==> config.mk <==
export PLATFORM = sky130hd
export DESIGN_NAME = parking_distance_indicator_core
export DESIGN_NICKNAME = d
export VERILOG_FILES = /design/src/hdl/pdi_pkg.sv /design/src/hdl/pdi_div.sv /design/src/hdl/pdi_ctrl.sv /design/src/hdl/pdi_dp.sv /design/src/hdl/parking_distance_indicator_core.sv
export SDC_FILE = /design/constraint.sdc
export NUM_CORES = 1
export LEC_CHECK = 0
export BUFFER_PORTS_ARGS = -buffer_cell sky130_fd_sc_hd__buf_2
export CORE_ASPECT_RATIO = 1.2
export CORE_MARGIN = 2
export CORE_UTILIZATION = 45
export CTS_BUF_LIST = sky130_fd_sc_hd__clkbuf_4 sky130_fd_sc_hd__clkbuf_8
export DETAILED_ROUTE_END_ITERATION = 8
export MAX_ROUTING_LAYER = met4
export PLACE_DENSITY_LB_ADDON = 0.2
export SLEW_MARGIN = 15
export SYNTH_ARGS = -nofsm -noshare
export SYNTH_HDL_FRONTEND = slang
export SYNTH_SLANG_ARGS = --single-unit
==> constraint.sdc <==
create_clock -name i_clk -period 5.45 [get_ports i_clk]
set_input_delay 0.2725 -clock i_clk [delete_from_list [all_inputs] [get_ports i_clk]]
set_output_delay 0.2725 -clock i_clk [all_outputs]
set_load 0.01 [all_outputs]
==> src/hdl/pdi_pkg.sv <==
// shared types and constants of the parking distance indicator
// request and result payloads, config register codes, control structs
// no dependencies
`default_nettype none

package pdi_pkg;

    localparam int DIST_W  = 12;
    localparam int TIME_W  = 32;
    localparam int INTV_W  = 16;
    localparam int LEVEL_W = 8;
    localparam int CFG_IDX_W  = 3;
    localparam int CFG_DATA_W = 16;
    // numerator 255*d needs 8 more bits than a distance
    localparam int NUM_W = DIST_W + LEVEL_W;
    localparam int QCNT_W = $clog2(LEVEL_W);

    localparam logic [LEVEL_W-1:0] FULL_LEVEL = 8'd255;

    // config register indexes
    localparam logic [CFG_IDX_W-1:0] CFG_FAR    = 3'd0;
    localparam logic [CFG_IDX_W-1:0] CFG_MIDDLE = 3'd1;
    localparam logic [CFG_IDX_W-1:0] CFG_NEAR   = 3'd2;
    localparam logic [CFG_IDX_W-1:0] CFG_CLOSE  = 3'd3;
    localparam logic [CFG_IDX_W-1:0] CFG_INTV   = 3'd4;

    // config reset values
    localparam logic [DIST_W-1:0] RST_FAR    = 12'd1000;
    localparam logic [DIST_W-1:0] RST_MIDDLE = 12'd500;
    localparam logic [DIST_W-1:0] RST_NEAR   = 12'd100;
    localparam logic [DIST_W-1:0] RST_CLOSE  = 12'd300;
    localparam logic [INTV_W-1:0] RST_INTV   = 16'd1000;

    // stop / force-close status codes
    localparam logic [1:0] ST_NONE   = 2'd0;
    localparam logic [1:0] ST_ACCEPT = 2'd1;
    localparam logic [1:0] ST_REJECT = 2'd2;

    typedef struct packed {
        logic [DIST_W-1:0] distance_mm;
        logic [TIME_W-1:0] now_ms;
        logic              assist_request;
        logic              stop_request;
        logic              force_close;
        logic              touch_pressed;
    } t_in;

    typedef struct packed {
        logic               running;
        logic               led_one_on;
        logic               led_two_on;
        logic [LEVEL_W-1:0] level_one;
        logic [LEVEL_W-1:0] level_two;
        logic [1:0]         stop_status;
        logic [1:0]         force_status;
        logic               release_assist;
        logic               distance_notice;
        logic               touching_notice;
        logic               can_stop_notice;
    } t_out;

    typedef struct packed {
        logic load_in;
        logic start_div;
        logic commit;
    } t_cmd;

    typedef struct packed {
        logic div_done;
    } t_sts;

endpackage

`default_nettype wire

==> src/hdl/pdi_div.sv <==
// serial restoring divider, one quotient bit per cycle
// computes 255*a/b for an 8-bit quotient (caller guarantees a <= b)
// depends on pdi_pkg
`default_nettype none

module pdi_div (
    input  wire                          i_clk,
    input  wire                          i_rst_n,
    input  wire                          i_start,
    input  wire  [pdi_pkg::DIST_W-1:0]   i_num,
    input  wire  [pdi_pkg::DIST_W-1:0]   i_den,
    output logic                         o_done,
    output logic [pdi_pkg::LEVEL_W-1:0]  o_quot
);

    logic                          r_busy;
    logic [pdi_pkg::QCNT_W-1:0]    r_cnt;
    logic [pdi_pkg::NUM_W-1:0]     r_rem;
    logic [pdi_pkg::DIST_W-1:0]    r_den;
    logic [pdi_pkg::LEVEL_W-1:0]   r_quot;

    logic [pdi_pkg::NUM_W-1:0]     num_ext;
    logic [pdi_pkg::NUM_W-1:0]     den_sh;
    logic                          fits;

    // 255*a as (a << 8) - a
    assign num_ext = (pdi_pkg::NUM_W'(i_num) << pdi_pkg::LEVEL_W) - pdi_pkg::NUM_W'(i_num);
    assign den_sh  = pdi_pkg::NUM_W'(r_den) << r_cnt;
    assign fits    = (r_rem >= den_sh);

    always_ff @(posedge i_clk) begin
        if (!i_rst_n) begin
            r_busy <= 1'b0;
            r_cnt  <= '0;
        end else if (i_start) begin
            r_busy <= 1'b1;
            r_cnt  <= pdi_pkg::QCNT_W'(pdi_pkg::LEVEL_W - 1);
        end else if (r_busy) begin
            r_cnt <= r_cnt - 1'b1;
            if (r_cnt == '0) begin
                r_busy <= 1'b0;
            end
        end
    end

    always_ff @(posedge i_clk) begin
        if (i_start) begin
            r_rem  <= num_ext;
            r_den  <= i_den;
            r_quot <= '0;
        end else if (r_busy) begin
            if (fits) begin
                r_rem <= r_rem - den_sh;
            end
            r_quot <= {r_quot[pdi_pkg::LEVEL_W-2:0], fits};
        end
    end

    // high during the last iteration; the quotient register takes its last bit at the end of it
    assign o_done = r_busy && (r_cnt == '0);
    assign o_quot = r_quot;

`ifndef NO_ASSERTIONS
    a_no_restart: assert property (@(posedge i_clk) disable iff (!i_rst_n)
        i_start |-> !r_busy)
        else $error("divider restarted while busy");

    a_finish: assert property (@(posedge i_clk) disable iff (!i_rst_n)
        (r_busy && (r_cnt == '0) && !i_start) |=> !r_busy)
        else $error("divider did not stop after last bit");
`endif

endmodule

`default_nettype wire

==> src/hdl/pdi_ctrl.sv <==
// sequencer of the parking distance indicator: request intake, divide, result hand-off
// drives command struct to the datapath and owns the result valid flag
// depends on pdi_pkg
`default_nettype none

module pdi_ctrl (
    input  wire            i_clk,
    input  wire            i_rst_n,
    input  wire            i_in_valid,
    output logic           o_in_stall,
    output logic           o_out_valid,
    input  wire            i_out_stall,
    input  pdi_pkg::t_sts  i_sts,
    output pdi_pkg::t_cmd  o_cmd
);

    typedef enum logic [3:0] {
        S_IDLE = 4'b0001,
        S_CALC = 4'b0010,
        S_DIV  = 4'b0100,
        S_OUT  = 4'b1000
    } t_state;

    t_state r_state;
    t_state n_state;
    logic   r_out_valid;
    logic   accepted;
    logic   out_free;

    assign o_in_stall = (r_state != S_IDLE);
    assign accepted   = i_in_valid && !o_in_stall;
    assign out_free   = !r_out_valid || !i_out_stall;

    always_comb begin
        n_state = r_state;
        unique case (r_state)
            S_IDLE: begin
                if (i_in_valid) begin
                    n_state = S_CALC;
                end
            end
            S_CALC: begin
                n_state = S_DIV;
            end
            S_DIV: begin
                if (i_sts.div_done) begin
                    n_state = S_OUT;
                end
            end
            S_OUT: begin
                if (out_free) begin
                    n_state = S_IDLE;
                end
            end
            default: begin
                n_state = S_IDLE;
            end
        endcase
    end

    always_comb begin
        o_cmd.load_in   = accepted;
        o_cmd.start_div = (r_state == S_CALC);
        o_cmd.commit    = (r_state == S_OUT) && out_free;
    end

    always_ff @(posedge i_clk) begin
        if (!i_rst_n) begin
            r_state     <= S_IDLE;
            r_out_valid <= 1'b0;
        end else begin
            r_state <= n_state;
            if (o_cmd.commit) begin
                r_out_valid <= 1'b1;
            end else if (!i_out_stall) begin
                r_out_valid <= 1'b0;
            end
        end
    end

    assign o_out_valid = r_out_valid;

`ifndef NO_ASSERTIONS
    a_accept_calc: assert property (@(posedge i_clk) disable iff (!i_rst_n)
        accepted |=> (r_state == S_CALC))
        else $error("accepted request did not start calculation");

    a_done_in_div: assert property (@(posedge i_clk) disable iff (!i_rst_n)
        i_sts.div_done |-> (r_state == S_DIV))
        else $error("divider finished outside divide state");

    a_commit_valid: assert property (@(posedge i_clk) disable iff (!i_rst_n)
        o_cmd.commit |=> o_out_valid)
        else $error("committed result not presented");
`endif

endmodule

`default_nettype wire

==> src/hdl/pdi_dp.sv <==
// datapath of the parking distance indicator: config registers, tick state,
// band decode, notice timers and result register; uses pdi_div for LED levels
// depends on pdi_pkg and pdi_div
`default_nettype none

module pdi_dp (
    input  wire                              i_clk,
    input  wire                              i_rst_n,
    input  wire                              i_cfg_we,
    input  wire  [pdi_pkg::CFG_IDX_W-1:0]    i_cfg_index,
    input  wire  [pdi_pkg::CFG_DATA_W-1:0]   i_cfg_data,
    input  pdi_pkg::t_in                     i_in,
    input  pdi_pkg::t_cmd                    i_cmd,
    output pdi_pkg::t_sts                    o_sts,
    output pdi_pkg::t_out                    o_out
);

    // config
    logic [pdi_pkg::DIST_W-1:0]  r_far, r_mid, r_near, r_close;
    logic [pdi_pkg::INTV_W-1:0]  r_intv;

    // tick state
    logic                         r_run, n_run;
    logic                         r_led1, n_led1;
    logic                         r_led2, n_led2;
    logic [pdi_pkg::LEVEL_W-1:0]  r_lvl1, n_lvl1;
    logic [pdi_pkg::LEVEL_W-1:0]  r_lvl2, n_lvl2;
    logic [pdi_pkg::TIME_W-1:0]   r_t_dist, n_t_dist;
    logic [pdi_pkg::TIME_W-1:0]   r_t_touch, n_t_touch;
    logic [pdi_pkg::TIME_W-1:0]   r_t_stop, n_t_stop;

    pdi_pkg::t_in                 r_in;
    pdi_pkg::t_out                r_out;
    pdi_pkg::t_out                n_out;

    logic [pdi_pkg::DIST_W-1:0]   d;
    logic [pdi_pkg::TIME_W-1:0]   now;
    logic [pdi_pkg::TIME_W-1:0]   intv_ext;
    logic                         band_one, band_two, beyond;
    logic                         in_close, near_hit;
    logic                         dist_due, touch_due, stop_due;
    logic [pdi_pkg::DIST_W-1:0]   div_a, div_b;
    logic                         div_done;
    logic [pdi_pkg::LEVEL_W-1:0]  quot;
    logic [1:0]                   stop_st, force_st;
    logic                         rel, dn, tn, cn;

    assign d        = r_in.distance_mm;
    assign now      = r_in.now_ms;
    assign intv_ext = pdi_pkg::TIME_W'(r_intv);

    assign band_one = (d <= r_far) && (d > r_mid);
    assign band_two = (d <= r_mid) && (d >= r_near);
    assign beyond   = (d > r_far);
    assign in_close = (d <= r_close);
    assign near_hit = (d < r_near);

    // elapsed time wraps modulo 2^32
    assign dist_due  = (now - r_t_dist)  > intv_ext;
    assign touch_due = (now - r_t_touch) > intv_ext;
    assign stop_due  = (now - r_t_stop)  > intv_ext;

    // the divisor is nonzero whenever the quotient is used
    assign div_a = band_one ? (r_far - d) : (r_mid - d);
    assign div_b = band_one ? (r_far - r_mid) : (r_mid - r_near);

    pdi_div u_div (
        .i_clk   (i_clk),
        .i_rst_n (i_rst_n),
        .i_start (i_cmd.start_div),
        .i_num   (div_a),
        .i_den   (div_b),
        .o_done  (div_done),
        .o_quot  (quot)
    );

    assign o_sts.div_done = div_done;

    always_comb begin
        n_run     = r_run;
        n_led1    = r_led1;
        n_led2    = r_led2;
        n_lvl1    = r_lvl1;
        n_lvl2    = r_lvl2;
        n_t_dist  = r_t_dist;
        n_t_touch = r_t_touch;
        n_t_stop  = r_t_stop;
        stop_st   = pdi_pkg::ST_NONE;
        force_st  = pdi_pkg::ST_NONE;
        rel       = 1'b0;
        dn        = 1'b0;
        tn        = 1'b0;
        cn        = 1'b0;
        if (!r_run) begin
            if (r_in.assist_request) begin
                n_run = 1'b1;
            end
        end else begin
            if (dist_due) begin
                dn       = 1'b1;
                n_t_dist = now;
            end
            if (r_in.stop_request) begin
                stop_st = in_close ? pdi_pkg::ST_ACCEPT : pdi_pkg::ST_REJECT;
            end
            if (!(r_in.stop_request && in_close)) begin
                if (band_one) begin
                    n_led1 = 1'b1;
                    n_led2 = 1'b0;
                    n_lvl1 = quot;
                    n_lvl2 = '0;
                end else if (band_two) begin
                    n_led1 = 1'b1;
                    n_led2 = 1'b1;
                    n_lvl1 = pdi_pkg::FULL_LEVEL;
                    n_lvl2 = (r_mid == r_near) ? pdi_pkg::FULL_LEVEL : quot;
                end else if (beyond) begin
                    n_led1 = 1'b0;
                    n_led2 = 1'b0;
                    n_lvl1 = '0;
                    n_lvl2 = '0;
                end else begin
                    n_led1 = 1'b1;
                    n_led2 = 1'b1;
                    n_lvl1 = pdi_pkg::FULL_LEVEL;
                    n_lvl2 = pdi_pkg::FULL_LEVEL;
                end
                if (r_in.touch_pressed && near_hit && touch_due) begin
                    tn        = 1'b1;
                    n_t_touch = now;
                end
                if (near_hit && stop_due) begin
                    cn       = 1'b1;
                    n_t_stop = now;
                end
            end else begin
                n_led1 = 1'b0;
                n_led2 = 1'b0;
                rel    = 1'b1;
                n_run  = 1'b0;
            end
            if (r_in.force_close) begin
                if (in_close) begin
                    force_st = pdi_pkg::ST_ACCEPT;
                    n_led1   = 1'b0;
                    n_led2   = 1'b0;
                    rel      = 1'b1;
                    n_run    = 1'b0;
                end else begin
                    force_st = pdi_pkg::ST_REJECT;
                end
            end
        end

        n_out.running         = n_run;
        n_out.led_one_on      = n_led1;
        n_out.led_two_on      = n_led2;
        n_out.level_one       = n_lvl1;
        n_out.level_two       = n_lvl2;
        n_out.stop_status     = stop_st;
        n_out.force_status    = force_st;
        n_out.release_assist  = rel;
        n_out.distance_notice = dn;
        n_out.touching_notice = tn;
        n_out.can_stop_notice = cn;
    end

    always_ff @(posedge i_clk) begin
        if (!i_rst_n) begin
            r_far   <= pdi_pkg::RST_FAR;
            r_mid   <= pdi_pkg::RST_MIDDLE;
            r_near  <= pdi_pkg::RST_NEAR;
            r_close <= pdi_pkg::RST_CLOSE;
            r_intv  <= pdi_pkg::RST_INTV;
        end else if (i_cfg_we) begin
            unique case (i_cfg_index)
                pdi_pkg::CFG_FAR:    r_far   <= i_cfg_data[pdi_pkg::DIST_W-1:0];
                pdi_pkg::CFG_MIDDLE: r_mid   <= i_cfg_data[pdi_pkg::DIST_W-1:0];
                pdi_pkg::CFG_NEAR:   r_near  <= i_cfg_data[pdi_pkg::DIST_W-1:0];
                pdi_pkg::CFG_CLOSE:  r_close <= i_cfg_data[pdi_pkg::DIST_W-1:0];
                pdi_pkg::CFG_INTV:   r_intv  <= i_cfg_data[pdi_pkg::INTV_W-1:0];
                default: begin
                end
            endcase
        end
    end

    always_ff @(posedge i_clk) begin
        if (!i_rst_n) begin
            r_run     <= 1'b0;
            r_led1    <= 1'b0;
            r_led2    <= 1'b0;
            r_lvl1    <= '0;
            r_lvl2    <= '0;
            r_t_dist  <= '0;
            r_t_touch <= '0;
            r_t_stop  <= '0;
        end else if (i_cmd.commit) begin
            r_run     <= n_run;
            r_led1    <= n_led1;
            r_led2    <= n_led2;
            r_lvl1    <= n_lvl1;
            r_lvl2    <= n_lvl2;
            r_t_dist  <= n_t_dist;
            r_t_touch <= n_t_touch;
            r_t_stop  <= n_t_stop;
        end
    end

    always_ff @(posedge i_clk) begin
        if (i_cmd.load_in) begin
            r_in <= i_in;
        end
        if (i_cmd.commit) begin
            r_out <= n_out;
        end
    end

    assign o_out = r_out;

endmodule

`default_nettype wire

==> src/hdl/parking_distance_indicator_core.sv <==
// Parking distance indicator, one request per tick of the assistant.
// Request channel: i_in_valid / o_in_stall with payload i_in (distance,
// time, assist/stop/force-close/touch flags). Result channel: o_out_valid /
// i_out_stall with payload o_out (run flag, LED enables and levels, stop and
// force-close status, release and the three notices). An item moves at a
// rising edge with valid high and stall low. Config writes use i_cfg_valid /
// o_cfg_ready (always ready), index i_cfg_index, data i_cfg_data; write only
// while no request is in flight.
// The result passes intake, launch of the serial divider for the LED level
// (one quotient bit per cycle over 8 bits) and commit; the next request is
// taken only once the result has been committed to the result register.
// A result waiting under i_out_stall holds; a new request is still taken and
// parks in the commit step until the result register frees up.
// Synchronous reset (i_rst_n low): paused, LEDs off, levels and notice times
// zero, limits back to 1000/500/100/300 mm and a 1000 ms notice interval.
// depends on pdi_pkg, pdi_ctrl, pdi_dp
`default_nettype none

module parking_distance_indicator_core (
    input  wire                              i_clk,
    input  wire                              i_rst_n,
    input  wire                              i_in_valid,
    output logic                             o_in_stall,
    input  pdi_pkg::t_in                     i_in,
    output logic                             o_out_valid,
    input  wire                              i_out_stall,
    output pdi_pkg::t_out                    o_out,
    input  wire                              i_cfg_valid,
    output logic                             o_cfg_ready,
    input  wire  [pdi_pkg::CFG_IDX_W-1:0]    i_cfg_index,
    input  wire  [pdi_pkg::CFG_DATA_W-1:0]   i_cfg_data
);

    pdi_pkg::t_cmd cmd;
    pdi_pkg::t_sts sts;
    logic          cfg_we;

    assign o_cfg_ready = 1'b1;
    assign cfg_we      = i_cfg_valid && o_cfg_ready;

    pdi_ctrl u_ctrl (
        .i_clk       (i_clk),
        .i_rst_n     (i_rst_n),
        .i_in_valid  (i_in_valid),
        .o_in_stall  (o_in_stall),
        .o_out_valid (o_out_valid),
        .i_out_stall (i_out_stall),
        .i_sts       (sts),
        .o_cmd       (cmd)
    );

    pdi_dp u_dp (
        .i_clk       (i_clk),
        .i_rst_n     (i_rst_n),
        .i_cfg_we    (cfg_we),
        .i_cfg_index (i_cfg_index),
        .i_cfg_data  (i_cfg_data),
        .i_in        (i_in),
        .i_cmd       (cmd),
        .o_sts       (sts),
        .o_out       (o_out)
    );

endmodule

`default_nettype wire
### Word-level counts from Yosys, hierarchy flattened

Index checks and enable logic that the tools add are counted.

| storage, ports and cells | value |
|---|---|
| flip-flop bits (word level) | 303 |
| bits in latches | 0 |
| memory bits (writable) | 0 |
| bits in read-only memories | 0 |
| input bits | 72 |
| output and inout bits | 30 |
| logic and storage cells | 155 |
| memories | 0 |

| operators by class | value |
|---|---|
| add/subtract/negate cells | 10 |
| $mul | 0 |
| div/mod/pow operators | 0 |
| order comparisons | 11 |
| eq/ne operators | 14 |
| shift-type cells | 1 |
| muxes and demuxes | 50 |
| bitwise gates (word level) | 2 |
| reduce and logical (&&, ||, !) cells | 30 |

Operators by type and width:

| kind | number |
|---|---|
| $gt A32 B16 Y1 | 3 |
| $sub A32 B32 Y32 | 3 |
| $mux W8 | 10 |
| $mux W20 | 3 |
| $sub A12 B12 Y12 | 4 |
| $le A12 B12 Y1 | 3 |
| $mux W1 | 28 |
| $gt A12 B12 Y1 | 2 |
| $mux W12 | 2 |
| $ge A20 B20 Y1 | 1 |
| $shl A12 B3 Y20 | 1 |
| $sub A20 B12 Y20 | 1 |
| $sub A20 B20 Y20 | 1 |
| $pmux W4 S4 | 1 |
| $reduce_and A2 Y1 | 8 |
| $eq A12 B12 Y1 | 1 |
| $ge A12 B12 Y1 | 1 |
| $lt A12 B12 Y1 | 1 |
| $mux W4 | 3 |
| $logic_and A1 B1 Y1 | 9 |
| $reduce_and A4 Y1 | 2 |
| $eq A3 B2 Y1 const B | 2 |
| $logic_not A3 Y1 | 2 |
| $mux W3 | 2 |
| 17 further kinds | 24 |

### Logic depth before layout (Yosys ltp)

| logic depth | value |
|---|---|
| depth in word-level cells | 8 |
| mapped depth | 25 |
| depth with buffers taken out | 24 |

### By module

From an unflattened synthesis, not the netlist that was laid out.

| unflattened totals | value |
|---|---|
| cell total of the unflattened synthesis | 2710 |
| area total of the unflattened synthesis | 23012.1 µm² |

By module, submodules not included:

| module | times used | cells each | area an instance (µm²) | sequential area each (µm²) |
|---|---|---|---|---|
| pdi_dp | 1 | 2273 | 19055.8 | 5835.6 |
| pdi_div | 1 | 409 | 3702.3 | 1201.2 |
| pdi_ctrl | 1 | 26 | 242.7 | 100.1 |
| parking_distance_indicator_core | 1 | 2 | 11.3 | 0.0 |

### Least setup slack after synthesis

No wires, ideal clock.

| path | value |
|---|---|
| kind | register -> register |
| start point | register u_dp.r_in (netlist bit u_dp.d[0]) |
| end point | register u_dp.u_div.r_rem[19] (netlist name), data pin |
| library setup time | 0.276 ns |
| arrival | 4.876 ns |
| required time | 5.174 ns |
| setup slack | 0.298 ns |
| stages on the path, launching flop included | 24 |
| buffers on the path | 4 |
| period minus slack after synthesis | 5.152 ns |
| cell sequence | edfxtp_1 > ha_1 > inv_1 > fa_1 > a21o_1 > a21oi_1 > o221ai_1 > a21oi_1 > a211o_1 > buf_2 > buf_2 > clkbuf_1 > buf_2 > mux2i_1 > inv_1 > ha_1 > a21o_1 > a21o_1 > a21oi_1 > o21a_1 > and3_1 > o2111ai_1 > xnor2_1 > mux2i_1 |

| on the way | value |
|---|---|
| word-level cells in the longest chain between the ends | 5 |
| elaborated cells on any way between the ends | 8 |
| classes of those cells | 3 x add/sub; 2 x order compare; 2 x mux; 1 x reduce/logical |

Ends and longest elaborated chain:

| item | line | source |
|---|---|---|
| start, declared | pdi_dp.sv:32 | `pdi_pkg::t_in r_in;` |
| start signal, assigned | pdi_dp.sv:212 | `r_in <= i_in;` |
| $le A12 B12 Y1 or $gt A12 B12 Y1 (tied branches) | pdi_dp.sv:52 | `assign band_one = (d <= r_far) && (d > r_mid);` |
| $logic_and A1 B1 Y1 | pdi_dp.sv:52 |  |
| $mux W12 * | pdi_dp.sv:64 | `assign div_a = band_one ? (r_far - d) : (r_mid - d);` |
| $sub A20 B12 Y20 * | pdi_div.sv:27 | `assign num_ext = (pdi_pkg::NUM_W'(i_num) << pdi_pkg::LEVEL_W) - pdi_pkg::NUM_W'(i_num);` |
| $mux W20 * | pdi_div.sv:47 | `if (i_start) begin` |
| end signal, assigned | pdi_div.sv:48 | `r_rem <= num_ext;` |
| end signal, assigned | pdi_div.sv:53 | `r_rem <= r_rem - den_sh;` |
| end, declared | pdi_div.sv:18 | `logic [pdi_pkg::NUM_W-1:0] r_rem;` |

Every way passes the cells marked *; elsewhere a longest branch is shown, timed or not.
A chain may end at the register's enable or synchronous reset.

### Worst setup path in the final report

| path | value |
|---|---|
| start point | register u_dp.r_in (netlist bit u_dp.now[0]) |
| end point | register u_dp.r_t_touch[3] (netlist name) |

| on the way | value |
|---|---|
| word-level cells in the longest chain between the ends | 4 |

Ends and longest elaborated chain:

| item | line | source |
|---|---|---|
| $sub A32 B32 Y32 | pdi_dp.sv:60 | `assign touch_due = (now - r_t_touch) > intv_ext;` |
| $gt A32 B16 Y1 | pdi_dp.sv:60 |  |
| $logic_and A1 B1 Y1 | pdi_dp.sv:128 | `if (r_in.touch_pressed && near_hit && touch_due) begin` |
| $reduce_and A4 Y1 (no source line) | -- |  |
| end signal, assigned | pdi_dp.sv:205 | `r_t_touch <= n_t_touch;` |
| end, declared | pdi_dp.sv:29 | `logic [pdi_pkg::TIME_W-1:0] r_t_touch, n_t_touch;` |

Every way passes these cells.

==> qor.yml <==
outcome: "finished, final reports clean"
worst_slew_margin_rel: 0.242
maxCapViolCount: 0
yosysUniqueCellTypes: 92
place_hpwl_um: 50800
synth_top_area_share: 0.172
finalWirelength_um: 66200
ir_worst_vdd_mv: 0.189
final_antenna_net_count: 0
post-route-period-util: 0.982
powerDensity_nw_per_um2: 257
place_inst: 3413
clock_latency_ps: 650
yosys.area.top_type: "dfxtp_1"
grt_pass1_wl_um: 104000
gp_congestion: 0.968
worstPathCellList: "inv_1 -> ha_1 -> fa_2 -> nand2b_1 -> a211o_1 -> a211o_1 -> a21oi_1 -> nor2b_1 -> xnor2_1 -> ha_1 -> nand4_1 -> nor2_1 -> nand4_1 -> or4_4 -> a2111oi_4 -> o221ai_1 -> nor4_1 -> nand4_1 -> o31ai_4 -> buf_6 -> clkbuf_16 -> mux2i_1"
clk_path_buf_depth: 3
clock_skew_ps: 30.3
synth.most_common_cell: "nand2_1"
critPathRequiredTime_ps: 6010
clock_sinks: 303
synthArstFlopShare: 0
htree_levels: 2
grtUsageTotal: 0.255
startpoint_type: "flop"
fin_crit_ps: 5350
n_fill_cell: 4664
crit_path_frequent_cell: "nand4_1"
vias_per_cell: 5.62
syn_nets: 3061
synth.avg_cell_area_um2: 8.30
setup_viol: 0
worst_pin_slew_ps: 1140
final_cell_count_no_fill: 3579
hold_violations: 0
die_w_um: 209
synthTopCellsByCount: "nand2_1 (413), ha_1 (237), inv_1 (219)"
setup_slack_ps: 101
multi_input_area_um2: 14400
grt.overflow.total: 0
seqCellArea_um2: 7140
pre_cts_slack_ps: 10.4
fmax_mhz: 187
crit_slowest_cell: "or4_4"
synth_edf_count: 107
cts_made_buffers: 52
synthTopCellsByArea: "dfxtp_1 (17%), edfxtp_1 (14%), ha_1 (13%)"
detail_route.wl_per_cell_um: 18.5
clk_transition_reported_paths_ps: 60
dpl-instance-area_um2: 23900
start_util: 0.455
drive_above_1_share: 0.0917
yosysWarningCount: 0
end_kind: "flop"
slowest_delay_ps: 520
dieArea_um2: 52500
synth-seq-cells: 303
leakage_nw: 10.6
hp-class: "input port to flop"
routed-via-count: 20102
synth-seq-area-share: 0.313
postLayoutCellArea_um2: 25900
critical_path_class: "flop to flop"
cts_tree: "yes"
syn_area_um2: 22800
holdWs_ps: 218
grt_max_degree: 118
syn_inst: 2744
rsz0062_at_grt: "yes"
cp.arrival_ps: 5910
cp_max_fo: 16
rows: 90
drt_drc_violations_left: 0
io_buffers: 100
root_buffer: "clkbuf_8"
pin_count: 102
drt_pass1_iterations: 5
antenna_found_initial: 2
synth_flop_cell: "dfxtp_1"
grt_pass1_vias: 19833
core_area_um2: 50100
final_max_slew_viol_count: 0
nets: 3209
dr.first_iter.drc_count: 1052
layout-area-overhead-vs-synth_pct: 13.5
fp.dieH_um: 251
critical path, delay by kind of cell, from the launching register on:
family / cells / cell delay, ps
buf+inv: 3 / 450
flops: 1 / 340
xor+xnor: 1 / 130
fa+ha+maj: 3 / 910
mux: 1 / 200
compound gates: 6 / 1580
simple gates: 8 / 1650
cells by family (layout without fill, tap and decap cells):
group                    count (synthesis)  in the layout  synth area share
other                                    1              3          0.000165
adder cells (fa/ha/maj)                245            245             0.137
multiplexers                           147            147            0.0650
buffers and inverters                  327            516            0.0583
flip-flops                             303            303             0.313
AND/OR/NAND/NOR                        928            928             0.188
XOR/XNOR                               124            124            0.0477
AO/OA/AOI/OAI                          669            669             0.191
report_power, final:
group	internal (W)	switching, W	total (W)
combinational	0.000717	0.00108	0.00180
clock	0.00136	0.000981	0.00234
sequential	0.00243	0.0000780	0.00251
timing repair:
action / CTS / global route
pin swaps: 0 / 8
setup endpoints to repair: 4 / 70
gates cloned: 0 / 2
hold endpoints to repair: 112 / 0
buffers inserted: 0 / 1
hold buffers: 66 / 0
resized for setup: 1 / 10
cell type report:
class / instances / area share
Multi-Input combinational cell: 2114 / 0.557
Sequential cell: 303 / 0.276
Timing Repair Buffer: 198 / 0.0574
Clock buffer: 73 / 0.0364
Inverter: 223 / 0.0324
Tap cell: 644 / 0.0312
Clock inverter: 22 / 0.00944
Antenna cell: 2 / 0.000194
stage by stage:
step,total power (W),setup TNS (ps),utilization
2_1_floorplan,0.00379,0,-
3_3_place_gp,0.00426,0,0.477
3_5_place_dp,0.00429,0,0.477
4_1_cts,0.00668,0,0.514
5_1_grt,0.00700,-43.6,0.516
6_report,0.00665,0,0.516
routing by layer:
layer | track usage | share of wire | vias to the layer above
li1 | - | - | 10038
met1 | 0.291 | 0.42 | 9436
met2 | 0.444 | 0.49 | 467
met3 | 0.0320 | 0.037 | 161
met4 | 0.121 | 0.049 | 0
met5 | - | 0 | -
registers in the layout (all words and copies together), names as in the netlist, 3 cells and up:
signal / flops
u_dp.r_t_touch: 32
u_dp.r_near: 12
u_dp.r_mid: 12
u_dp.r_t_dist: 32
u_dp.u_div.r_cnt: 3
u_dp.r_close: 12
u_dp.o_out: 27
u_dp.r_in: 4
u_dp.r_t_stop: 32
u_dp.r_lvl2: 8
u_ctrl.r_state: 4
u_dp.u_div.r_den: 12
u_dp.u_div.o_quot: 8
u_dp.d: 12
u_dp.r_lvl1: 8
u_dp.r_far: 12
u_dp.r_intv: 16
u_dp.u_div.r_rem: 20
u_dp.now: 32
worst paths after layout:
path,endpoint,slack [ps],start,cells past startpoint
hold reg to reg,u_dp.r_lvl1[7],460,u_dp.r_lvl1[7],2
hold / removal,u_dp.r_near[9],220,i_cfg_index[0],4
setup reg to reg,u_dp.r_t_touch[3],100,u_dp.now[0],22
setup / recovery,u_dp.r_t_touch[3],100,u_dp.now[0],22
placed cells by master, fill, tap and decap left out, types with 12 or more instances in the layout:
cell | synthesis | final
and2_1 | 14 | 13
clkbuf_8 | 0 | 63
o21bai_1 | 12 | 12
nor3b_1 | 18 | 18
nor3_1 | 38 | 37
buf_4 | 9 | 26
xnor2_1 | 75 | 75
nor2b_1 | 27 | 27
o21ai_0 | 103 | 103
a21oi_1 | 193 | 191
dfxtp_1 | 196 | 196
buf_2 | 10 | 99
mux2i_1 | 139 | 139
a211oi_1 | 14 | 14
o211ai_1 | 32 | 32
xor2_1 | 49 | 49
nand3_1 | 52 | 52
a31oi_1 | 24 | 23
ha_1 | 237 | 237
nand2_1 | 413 | 413
a21o_1 | 69 | 69
inv_1 | 219 | 219
dlygate4sd3_1 | 2 | 66
nor2_1 | 207 | 207
nand4_1 | 47 | 47
nand2b_1 | 34 | 34
and3_1 | 13 | 13
o21ai_1 | 19 | 18
edfxtp_1 | 107 | 107
o31ai_1 | 25 | 25
a21boi_0 | 48 | 48
o21a_1 | 33 | 33
(Power assumes the default switching activity.)
